## config.mk

```make
export PLATFORM = sky130hd
export DESIGN_NAME = qmo_queue
export DESIGN_NICKNAME = d
export VERILOG_FILES = /design/src/rtl/qmo_queue.sv
export SDC_FILE = /design/constraint.sdc
export NUM_CORES = 1
export LEC_CHECK = 0
export CAP_MARGIN = 25
export CORE_MARGIN = 4
export CORE_UTILIZATION = 65
export CTS_BUF_LIST = sky130_fd_sc_hd__clkbuf_16
export DETAILED_ROUTE_END_ITERATION = 12
export DONT_BUFFER_PORTS = 1
export GPL_TIMING_DRIVEN = 1
export PLACE_DENSITY = 0.81
export SKIP_CTS_REPAIR_TIMING = 1
export SYNTH_ARGS = -nofsm -noshare
export SYNTH_HDL_FRONTEND = slang
export SYNTH_SLANG_ARGS = --single-unit
export TNS_END_PERCENT = 10
```

## constraint.sdc

```tcl
create_clock -name clk -period 4.2 [get_ports clk]
set_input_delay 0.21 -clock clk [delete_from_list [all_inputs] [get_ports clk]]
set_output_delay 0.21 -clock clk [all_outputs]
set_load 0.02 [all_outputs]
```

## src/rtl/qmo_queue.sv

```systemverilog
module qmo_queue #(
    parameter int W     = 8,
    parameter int DEPTH = 4
) (
    input  logic                     clk,
    input  logic                     rst_n,
    input  logic                     push,
    input  logic [W-1:0]             din,
    output logic                     full,
    input  logic                     pop,
    output logic [W-1:0]             dout,
    output logic                     empty,
    output logic [$clog2(DEPTH):0]   count
);
    localparam int AW = $clog2(DEPTH);

    logic [W-1:0]  mem_reg [DEPTH];
    logic [AW-1:0] wr_reg, rd_reg;
    logic [AW:0]   cnt_reg;
    logic          do_push, do_pop;

    assign full    = (cnt_reg == (AW+1)'(DEPTH));
    assign empty   = (cnt_reg == '0);
    assign count   = cnt_reg;
    assign dout    = mem_reg[rd_reg];
    assign do_push = push && !full;
    assign do_pop  = pop && !empty;

    always_ff @(posedge clk or negedge rst_n)
    begin
        if (!rst_n)
        begin
            wr_reg  <= '0;
            rd_reg  <= '0;
            cnt_reg <= '0;
        end
        else
        begin
            if (do_push)
                wr_reg <= wr_reg + 1'b1;
            if (do_pop)
                rd_reg <= rd_reg + 1'b1;
            cnt_reg <= cnt_reg + (AW+1)'(do_push) - (AW+1)'(do_pop);
        end
    end

    always_ff @(posedge clk)
    begin
        if (do_push)
            mem_reg[wr_reg] <= din;
    end
endmodule

```

# Yosys cells after proc, flatten, opt, wreduce, memory -nomap -nowiden

Memories as Yosys holds them, arrays and structs flattened.
Cells that the tools add are included.

$add $sub $neg: 4
Equal/unequal tests: 1
Mux-type cells: 2
Reduce and logical (&&, ||, !) cells: 5

Operator list:

| operator            | number |
|---|---|
| $add 2x1->2 const B | 2 |
| $add 3x1->3         | 1 |
| $eq 3x3->1 const B  | 1 |
| $logic_not 3->1     | 1 |
| $sub 3x1->3         | 1 |
| $logic_and 1x1->1   | 2 |
| $logic_not 1->1     | 2 |
| $mux 1              | 2 |

Bits in registers: 7
RAM bits: 32
Bits of input ports: 12
Logic and storage cells: 16
Memories: 1

Memories:

| memory  | depth | bits a word | rd ports | clocked after Yosys merged registers in | wr ports | RTL line | text |
|---|---|---|---|---|---|---|---|
| mem_reg | 4     | 8           | 1        | 0                                       | 1        | 17       | `logic [W-1:0] mem_reg [DEPTH];` |

# Logic depth before layout (Yosys ltp)

Depth after elaboration: 5
Depth in mapped cells: 8

# Worst setup path before layout

OpenSTA, ideal clock, no wires.

Kind: register to register
Start: register cnt_reg[2], in the netlist count[2]
End: register cnt_reg[2], in the netlist count[2]
Setup time: 0.123 ns
Arrival: 2.100 ns
Slack: 1.976 ns
Stages on the path, launching flop included: 9
Buffers on the path: 0
Period minus slack after synthesis: 2.224 ns
Path through: dfrtp_1 -> nor3b_4 -> nand2b_1 -> ha_1 -> inv_1 -> ha_1 -> fa_1 -> xnor2_1 -> xnor2_1

Cells in the longest elaborated chain, start to end: 5

RTL lines:

| item                   | RTL line | text |
|---|---|---|
| from (decl)            | 19       | `logic [AW:0] cnt_reg;` |
| from (signal assigned) | 43       | `cnt_reg <= cnt_reg + (AW+1)'(do_push) - (AW+1)'(do_pop);` |
| $eq 3x3->1             | 22       | `assign full = (cnt_reg == (AW+1)'(DEPTH));` |
| named net full         | 9        | `output logic full,` |
| $logic_not 1->1        | 26       | `assign do_push = push && !full;` |
| $logic_and 1x1->1      | 26       |  |
| $add 3x1->3            | 43       |  |
| $sub 3x1->3            | 43       |  |

The timed path passes the listed nets, and every way through them passes these cells.
A chain may end at the register's enable or synchronous reset.

# Final worst setup path

Ends and elaborated chain as after synthesis.

==> flow_metrics.env <==
export IMPL_ys_seq_area_share_pct=70.0
export IMPL_cts_max_path_buffers=2
export IMPL_syn_to_final_growth_pct=10.6
export IMPL_path_class="flip-flop to flip-flop"
export IMPL_cts_sinks=39
export IMPL_syn_area_mm2=0.00162
export IMPL_drt_vias_per_instance=6.42
export IMPL_synth_top_cell_by_area="edfxtp_1"
export IMPL_fmax_mhz=407
export IMPL_grt_pass1_vias=808
export IMPL_cell_internal_pwr_mw=0.913
export IMPL_antenna_found_initial=0
export IMPL_synthArstFlopShare_pct=17.9
export IMPL_yosys_top_cells_count="edfxtp_1, mux4_2, dfrtp_1, ha_1, inv_1"
export IMPL_die_y_um=58.0
export IMPL_clk_pin_slew_ns=0.05
export IMPL_avgSynthCellArea_um2=19.6
export IMPL_syn_inst=83
export IMPL_worstPathMaxFanout=8
export IMPL_relSlewSlack_pct=57.9
export IMPL_status="finished, final reports clean"
export IMPL_setup_viol=0
export IMPL_finalPower_mw=1.39
export IMPL_crit_required_ns=4.36
export IMPL_reg2reg_slack_ns=1.74
export IMPL_nFillCells=120
export IMPL_drc_errors=0
export IMPL_reg2reg_depth=8
export IMPL_antenna_cells=0
export IMPL_synth_edf_count=32
export IMPL_reg2reg_from="count[2]$_DFF_PN0_"
export IMPL_ir_drop_mv=0.573
export IMPL_overflow=0
export IMPL_root_buffer="clkbuf_16"
export IMPL_period_needed_ns=2.46
export IMPL_fin_setup_tns_ns=0
export IMPL_worst_setup_path_start_kind="flip-flop"
export IMPL_powerDensity_mw_per_mm2=774
export IMPL_worst_slew_pin_slew_ns=0.627
export IMPL_hold_path_class="input port to flip-flop"
export IMPL_min_to="mem_reg[0][1]$_DFFE_PP_"
export IMPL_grt_usage_pct=18.8
export IMPL_fin_crit_sh_pct=58.5
export IMPL_firstDrtPassIters=4
export IMPL_layout_drive_gt1_share_pct=18.9
export IMPL_routabilityCongestion=0.769
export IMPL_synth_most_common_cell="edfxtp_1"
export IMPL_htree_levels=2
export IMPL_die_w_um=58.0
export IMPL_hp_start="din[1]"
export IMPL_seq_power_share_pct=47.5
export IMPL_ys_types=18
export IMPL_cp_arrival_ns=2.62
export IMPL_hold_depth=0
export IMPL_die_area_mm2=0.00336
export IMPL_nets=108
export IMPL_drtIter0Drc=16
export IMPL_grt_max_degree=13
export IMPL_cts_tree="yes"
export IMPL_synth_seq_cells=39
export IMPL_hpwl_um=1750
export IMPL_ios=25
export IMPL_grt_pass1_wl_um=4380
export IMPL_final_hold_violation_count=0
export IMPL_startpoint="count[2]$_DFF_PN0_"
export IMPL_rsz0062_at_grt="false"
export IMPL_cap_violations=0
export IMPL_p_comb_share_pct=27.3
export IMPL_p_leak_nw=0.649
export IMPL_portBuffers=0
export IMPL_largest_reg_flops=32
export IMPL_fin_skew_ns=0.00238
export IMPL_num_rows=17
export IMPL_drv_slew=0
export IMPL_clkPwrFrac_pct=25.2
export IMPL_initial_core_util_pct=70.6
export IMPL_clk_latency_ns=0.27
export IMPL_core_region_area_mm2=0.00230
export IMPL_p_switching_mw=0.477
export IMPL_r2r_end="count[2]$_DFF_PN0_"
export IMPL_worst_setup_path_end_kind="flip-flop"
export IMPL_cts_made_buffers=5
export IMPL_drt_wl_total_um=2700
export IMPL_synth_area_leaders="edfxtp_1, mux4_2, dfrtp_1, ha_1, and3b_1"
export IMPL_syn_nets=102
export IMPL_yosysWarnings=0
export IMPL_vias=757
export IMPL_swShare_pct=34.3
export IMPL_synth_main_ff_cell="edfxtp_1"
export IMPL_ant_nets=0
export IMPL_yosysTopAreaCellShare_pct=59.2
export IMPL_wl_per_cell_um=22.9
-- per-stage QoR --
step | utilization [%] | hold slack, ns | worst slack [ns] | cells | instance area (um2)
after detailed placement | 71.6 | -0.0854 | 1.77 | 109 | 1650
after CTS | 77.7 | -0.378 | 1.72 | 117 | 1790
after global routing | 78.2 | 0.0135 | 1.57 | 118 | 1800
after global placement | 71.6 | -0.0854 | 1.85 | 109 | 1650
after floorplan | - | -0.0856 | 1.98 | 83 | 1620
final | 78.2 | 0.0284 | 1.74 | 118 | 1800
-- area by class of cell --
type | instances | area, um2 | area share (%)
sequential | 39 | 1140 | 63.3
multi-input combinational | 36 | 452 | 25.2
clock buffer | 5 | 125 | 6.97
tap | 28 | 35.0 | 1.95
inverter | 6 | 22.5 | 1.25
clock inverter | 3 | 15.0 | 0.836
timing repair buffer | 1 | 10.0 | 0.557
-- critical path: stages, from the launching register on --
cell and delay [ns]:
dfrtp_1 0.61, nor3b_4 0.52, nand2b_1 0.18, ha_1 0.13
inv_1 0.04, ha_1 0.18, fa_1 0.39, xnor2_1 0.15
xnor2_1 0.14
-- how the worst max path moves through the flow --
stage / slack (ns) / to
after CTS: 1.72 / count[2]$_DFF_PN0_
final: 1.74 / count[2]$_DFF_PN0_
after global routing: 1.57 / count[2]$_DFF_PN0_
after detailed placement: 1.77 / count[2]$_DFF_PN0_
after global placement: 1.85 / count[2]$_DFF_PN0_
after floorplan: 1.98 / count[2]$_DFF_PN0_
-- logic make-up (layout without fill, tap and decap cells) --
logic type               after synthesis  count (layout)  synth area share [%]
AND/OR/NAND/NOR                       13              13                  6.78
buffers and inverters                  8              15                  2.16
XOR/XNOR                               4               4                  2.16
AO/OA/AOI/OAI                          4               4                  1.93
flip-flops                            39              39                  70.0
multiplexers                           8               8                  11.1
adder cells (fa/ha/maj)                7               7                  5.86
-- power groups by stage --
| stage | Clock (mW) | Combinational [mW] | Sequential, mW |
|---|---|---|---|
| floorplan | 0 | 0.367 | 0.598 |
| detailed placement | 0 | 0.377 | 0.663 |
| global route | 0.380 | 0.412 | 0.678 |
| global placement | 0 | 0.360 | 0.656 |
| CTS | 0.355 | 0.386 | 0.663 |
| finish | 0.351 | 0.379 | 0.660 |
-- layer usage --
| metal | global-route usage [%] | wire [um] | up-vias | share of wire, % |
|---|---|---|---|---|
| li1 | - | - | 338 | - |
| met5 | 0 | 0 | - | 0 |
| met2 | 30.6 | 1410 | 25 | 52 |
| met1 | 22.9 | 1090 | 391 | 40 |
| met3 | 8.02 | 177 | 3 | 6.6 |
| met4 | 5.96 | 25 | 0 | 0.93 |
-- cell usage in the layout (no fill, tap or decap), types with 2 or more instances in the layout --
cell type / instances
ha_1: 6
and3b_1: 4
dfrtp_1: 7
clkbuf_16: 5
nand2b_1: 4
edfxtp_1: 32
xnor2_1: 4
clkinv_2: 3
mux4_2: 8
inv_1: 6
nand4bb_1: 2
o211ai_1: 2
(Power assumes the default switching activity.)
