`config.mk`:
```
export PLATFORM = sky130hd
export DESIGN_NAME = qmo_front
export DESIGN_NICKNAME = d
export VERILOG_FILES = /design/src/rtl/qmo_pkg.sv /design/src/rtl/qmo_front.sv
export SDC_FILE = /design/constraint.sdc
export NUM_CORES = 1
export LEC_CHECK = 0
export BUFFER_PORTS_ARGS = -buffer_cell sky130_fd_sc_hd__buf_2
export CAP_MARGIN = 20
export CORE_MARGIN = 3
export CORE_UTILIZATION = 49
export DETAILED_ROUTE_END_ITERATION = 8
export PLACE_DENSITY_LB_ADDON = 0.1
export SLEW_MARGIN = 10
export SYNTH_ARGS = -nofsm -noshare
export SYNTH_HDL_FRONTEND = slang
export SYNTH_SLANG_ARGS = --single-unit
```
`constraint.sdc`:
```
create_clock -name vclk -period 21.9
set_clock_uncertainty 0.2 [all_clocks]
set_input_delay 4.38 -clock vclk [all_inputs]
set_output_delay 4.38 -clock vclk [all_outputs]
set_load 0.1 [all_outputs]
```
`src/rtl/qmo_pkg.sv`:
```
package qmo_pkg;

    localparam int MID_DEPTH = 4;
    localparam int OUT_DEPTH = 16;
    localparam int NUM_W     = 22;
    localparam logic [7:0] NUDGE     = 8'd15;
    localparam logic [7:0] ALPHA_MAX = 8'hFF;
    localparam logic [7:0] CHAN_MAX  = 8'd255;

    typedef enum logic [2:0] {
        REG_MODE        = 3'd0,
        REG_MATRIX_SIZE = 3'd1,
        REG_IMAGE_SIZE  = 3'd2,
        REG_QR_SIZE     = 3'd3,
        REG_POS_X       = 3'd4,
        REG_POS_Y       = 3'd5,
        REG_OPACITY     = 3'd6,
        REG_COLORS      = 3'd7
    } reg_index_t;

    typedef struct packed {
        logic        mode;
        logic [8:0]  matrix_size;
        logic [25:0] image_size;
        logic [12:0] qr_size;
        logic [12:0] pos_x;
        logic [12:0] pos_y;
        logic [8:0]  opacity_q8;
        logic [63:0] colors;
    } cfg_t;

    typedef struct packed {
        logic             pix;
        logic             cov;
        logic             we;
        logic [7:0]       row;
        logic [7:0]       col;
        logic             wbit;
        logic [NUM_W-1:0] nx;
        logic [NUM_W-1:0] ny;
        logic [12:0]      dvx;
        logic [12:0]      dvy;
        logic [31:0]      pin;
    } mid_t;

    function automatic logic [7:0] mix(input logic [7:0] q, input logic [7:0] b,
                                       input logic [8:0] op);
        logic [16:0] t;
        t = {9'b0, q} * {8'b0, op} + {9'b0, b} * (17'd256 - {8'b0, op});
        return t[15:8];
    endfunction

    function automatic logic [7:0] nudge(input logic [7:0] v, input logic dark);
        logic [7:0] r;
        if (dark)
            r = (v >= NUDGE) ? v - NUDGE : 8'd0;
        else
            r = (v >= CHAN_MAX - NUDGE) ? CHAN_MAX : v + NUDGE;
        return r;
    endfunction

endpackage

```
`src/rtl/qmo_front.sv`:
```
module qmo_front #(
    parameter int MATRIX_DIM = 256
) (
    input  logic           func,
    input  logic [7:0]     module_row,
    input  logic [7:0]     module_col,
    input  logic           module_dark,
    input  logic [11:0]    pix_x,
    input  logic [11:0]    pix_y,
    input  logic [31:0]    pixel_in,
    input  qmo_pkg::cfg_t  cfg,
    output qmo_pkg::mid_t  item
);
    localparam logic [8:0] MD = 9'(MATRIX_DIM);

    logic [12:0] w, h;
    logic [13:0] dx, dy;
    logic [8:0]  m;
    logic        in_img, in_win;
    logic [12:0] ox, oy;

    always_comb
    begin
        w  = cfg.image_size[12:0];
        h  = cfg.image_size[25:13];
        dx = {2'b00, pix_x} - {cfg.pos_x[12], cfg.pos_x};
        dy = {2'b00, pix_y} - {cfg.pos_y[12], cfg.pos_y};
        if (cfg.matrix_size == '0)
            m = 9'd1;
        else if (cfg.matrix_size > MD)
            m = MD;
        else
            m = cfg.matrix_size;
        in_img = (w != '0) && (h != '0) && ({1'b0, pix_x} < w) && ({1'b0, pix_y} < h);
        in_win = (cfg.qr_size != '0) && !dx[13] && !dy[13]
                 && (dx[12:0] < cfg.qr_size) && (dy[12:0] < cfg.qr_size);
        ox = cfg.mode ? {1'b0, pix_x} : dx[12:0];
        oy = cfg.mode ? {1'b0, pix_y} : dy[12:0];

        item.pix  = func;
        item.cov  = in_img && (cfg.mode || in_win);
        item.we   = !func && (32'(module_row) < MATRIX_DIM) && (32'(module_col) < MATRIX_DIM);
        item.row  = module_row;
        item.col  = module_col;
        item.wbit = module_dark;
        item.nx   = qmo_pkg::NUM_W'({9'b0, ox} * {13'b0, m});
        item.ny   = qmo_pkg::NUM_W'({9'b0, oy} * {13'b0, m});
        item.dvx  = cfg.mode ? w : cfg.qr_size;
        item.dvy  = cfg.mode ? h : cfg.qr_size;
        item.pin  = pixel_in;
    end
endmodule

```
-- Word level (Yosys, flattened, before mapping)
Index checks and enable logic that the tools add are counted.
- bits in registers: 0
- bits of input ports: 222
- add/subtract/negate cells: 2
- $mul: 2
- order comparisons: 5
- mux-type cells: 6
- reductions and logical operators: 16
- operators with widths (cell ; number):
    $mux 13 ; 4
    $mul 13x9->22 ; 2
    $reduce_bool 13->1 ; 3
    $sub 13x13->14 ; 2
    $lt 12x13->1 ; 2
    $lt 13x13->1 ; 2
    $mux 9 ; 2
    $gt 9x9->1 const B ; 1
    $logic_not 9->1 ; 1
    $logic_and 1x1->1 ; 8
    $logic_not 1->1 ; 3
    $logic_or 1x1->1 ; 1

-- Logic depth before layout (Yosys ltp)
- depth in word-level cells: 8
- gate-level depth with buffers: 27
- mapped depth without buffers: 27

-- Least setup slack after synthesis
No wires, ideal clock.
- path type: in2out
- from: input port pix_x[0]
- to: output port item[120] (netlist bit)
- data arrival time: 11.804 ns
- path slack: 5.516 ns
- stages on the path: 18
- path buffers: 2
- cells stage by stage: inv_1 -> ha_1 -> fa_1 -> and2b_1 -> o21ai_2 -> a21boi_2 -> o211ai_2 -> and3b_1 -> buf_6 -> or2_1 -> buf_6 -> xnor2_1 -> ha_1 -> nor3_1 -> nand4_1 -> nor3_1 -> o211ai_1 -> a2111oi_0
- RTL lines (item ; line ; source):
    from (decl) ; qmo_front.sv:8 ; input logic [11:0] pix_x,
    to (decl) ; qmo_front.sv:12 ; output qmo_pkg::mid_t item

==> key figures <==
Floorplan
  – Num rows: 54
  – Core ar.: 0.0220 mm²
  – Die Y: 156 µm
  – Die area: 0.0244 mm²
  – Num ports: 344
  – Effective utilization at floorplan: 0.502
  – Die W: 156 µm

STA
  – Worst-margin pin slew: 0.917 ns
  – Fin. max-slew vios: 0
  – Maximum clock frequency: 62.4 MHz
  – Setup TNS: 0 ns
  – Slew margin rel.: 0.371
  – RSZ-0062 raised after global routing: no
  – Final period util: 0.732
  – Fin crit period: 16.03 ns
  – Final-report hold violation count: 0
  – Setup violations, final: 0
  – Hold_ws: 8.56 ns

Global routing
  – Vias in the first global route: 9648
  – Largest net degree at the start of global routing: 62
  – First-pass GRT wire length: 49.3 mm
  – Initial antenna violation count: 0
  – Gr ovfl total: 0
  – Gr usage total: 0.245

Route
  – Routed WL: 30.2 mm
  – Vias per std cell: 5.41
  – ANT nets after route: 0
  – WL/cell: 16.7 µm
  – Vias after detailed routing: 9774
  – Drc violations: 0
  – Top sig layer: met4
  – Initial DRC count: 462
  – DRT Pass-1 Iters: 5
  – Met1 Wirelength: 13.8 mm
  – DR WL met3: 1.54 mm
  – WL met2: 14.5 mm

Yosys
  – Synth Instances: 1427
  – Post-Syn Area: 0.0111 mm²
  – Syn nets: 1961
  – Synth Area per Inst: 7.75 µm²
  – Yosys warns: 0
  – Seq/Total Area, Yosys: 0
  – Synth cell types: 77

Pwr
  – Total power: 1.29 mW
  – Lkg Pwr: 6.60 nW
  – VDD IR max: 0.000196 V
  – Pwr per Cell Area: 109 mW/mm²

Flow run
  – Max-cap viol count: 0

Worst setup path
  – Type of the worst setup path: input pin to primary output
  – Worst path arrival time: 11.45 ns
  – CP Data Required Time: 17.32 ns
  – Crit path max fanout: 9
  – Crit path to: item[100]
  – Endpoint kind of the worst setup timing path: primary output
  – Worst setup SP type: input pin
  – Crit. Startpoint: pix_x[0]

Clocking
  – Post_cts resized: 0
  – Post-CTS setup buffer count: 0
  – CTS hold repair buffers: 0

Placed design
  – PortBufs: 173
  – DP Wirelength: 26.2 mm
  – RD Place Congestion: 0.924

Final layout
  – Area growth syn-to-layout: 6.97%
  – Filler Cells Inserted: 2226
  – Layout clock buffer count: 0
  – Fraction of layout cells with a size suffix above 1: 0.149
  – Ant. Diodes: 0
  – Sequential cell count: 0
  – Nets: 2062
  – Register area: 0 µm²

Min path
  – HP Class: input pin to primary output
  – Worst Hold Path Cells: 0

Run status
  – Status: completed
-- layout make-up --
class | instances | area [µm²] | share of cell area
multi-input cells | 1048 | 9430 | 0.797
inverters | 295 | 1110 | 0.0940
repair buffers | 183 | 941 | 0.0795
well taps | 280 | 350 | 0.0296
-- metrics by stage --
step	util	instance area, µm²	worst slack [ns]	instances
2_1_floorplan	-	11100	5.52	1427
3_3_place_gp	0.537	11800	5.85	1805
3_5_place_dp	0.537	11800	5.83	1805
4_1_cts	0.537	11800	5.83	1805
5_1_grt	0.537	11800	5.47	1806
6_report	0.537	11800	5.87	1806
-- layout by cell type (no fill, tap or decap), drive strengths merged, types with 4 or more instances in the layout --
cell,n
or2,7
nor4,13
nor3,34
a21boi,13
mux2,5
o21a,19
inv,295
and3,6
xor2,8
a21oi,51
nand4,13
nand2,148
mux2i,8
o211ai,11
nand3,14
nor2,111
buf,183
nand2b,28
o21ai,51
nor2b,21
a21o,20
a221oi,4
a31oi,8
xnor2,30
ha,154
or4,6
and2,41
or3,6
nor4b,4
o31ai,14
fa,158
-- worst max-delay path: stages --
cell      delay [ns]
buf_2           0.13
inv_1           0.09
ha_1            0.23
fa_1            0.41
and2b_1         0.22
o21ai_2         0.09
a21boi_2        0.27
o21a_1          0.17
nor3_1          0.07
o31ai_2         0.69
nand2_1         0.18
fa_1            0.56
inv_1           0.05
fa_1            0.46
fa_1            0.54
inv_1           0.05
fa_1            0.52
inv_1           0.04
ha_1            0.31
a2111o_1        0.37
o22a_1          0.22
o41ai_2         0.31
o22ai_1         0.18
o41a_1          0.34
xor2_1          0.12
buf_2           0.44
-- routing by layer --
layer	GRT usage	up-vias
met5	0	-
met4	0.0233	0
met3	0.0205	38
met2	0.431	261
met1	0.342	4720
li1	-	4755
-- where the power goes --
group | internal (mW) | switching [mW] | leakage, nW | total, mW
clock | 0 | 0 | 0 | 0
combinational | 0.305 | 0.981 | 6.60 | 1.29
sequential | 0 | 0 | 0 | 0
total | 0.305 | 0.981 | 6.60 | 1.29
-- worst min path at each step --
stage,from,to
floorplan,pixel_in[0],item[0]
global placement,module_col[5],item[108]
detailed placement,module_col[5],item[108]
CTS,module_col[5],item[108]
global route,module_col[3],item[106]
finish,module_col[1],item[104]
-- kinds of logic (layout without fill, tap and decap cells) --
family	after synthesis	in the layout	synth area share
simple gates	459	459	0.201
buf+inv	379	478	0.148
fa+ha+maj	312	312	0.460
compound gates	226	226	0.149
xor+xnor	38	38	0.0301
mux	13	13	0.0123
-- cell usage after synthesis, types with 3 or more instances --
cell type	n	area, µm²
inv_1	293	1100
fa_1	158	3160
ha_1	154	1930
nand2_1	148	556
nor2_1	111	417
a21oi_1	51	255
buf_4	50	375
and2_1	41	257
o21ai_0	40	200
nor3_1	32	160
xnor2_1	30	263
clkbuf_1	28	105
nand2b_1	28	175
nor2b_1	21	131
a21o_1	20	150
o21a_1	19	143
nand3_1	13	65.1
nand4_1	13	81.3
nor4_1	13	81.3
o31ai_2	11	138
o211ai_1	10	75.1
a21boi_0	9	67.6
o21ai_1	9	45.0
mux2i_1	8	80.1
xor2_1	8	70.1
a31oi_1	6	37.5
and3_1	6	37.5
or3_1	6	37.5
mux2_2	5	56.3
or2_2	5	31.3
or4_1	5	37.5
a2111oi_0	3	26.3
a211o_1	3	26.3
a211oi_1	3	22.5
o2111ai_1	3	26.3
o21bai_1	3	22.5
Power figures use the tool's default switching activity.
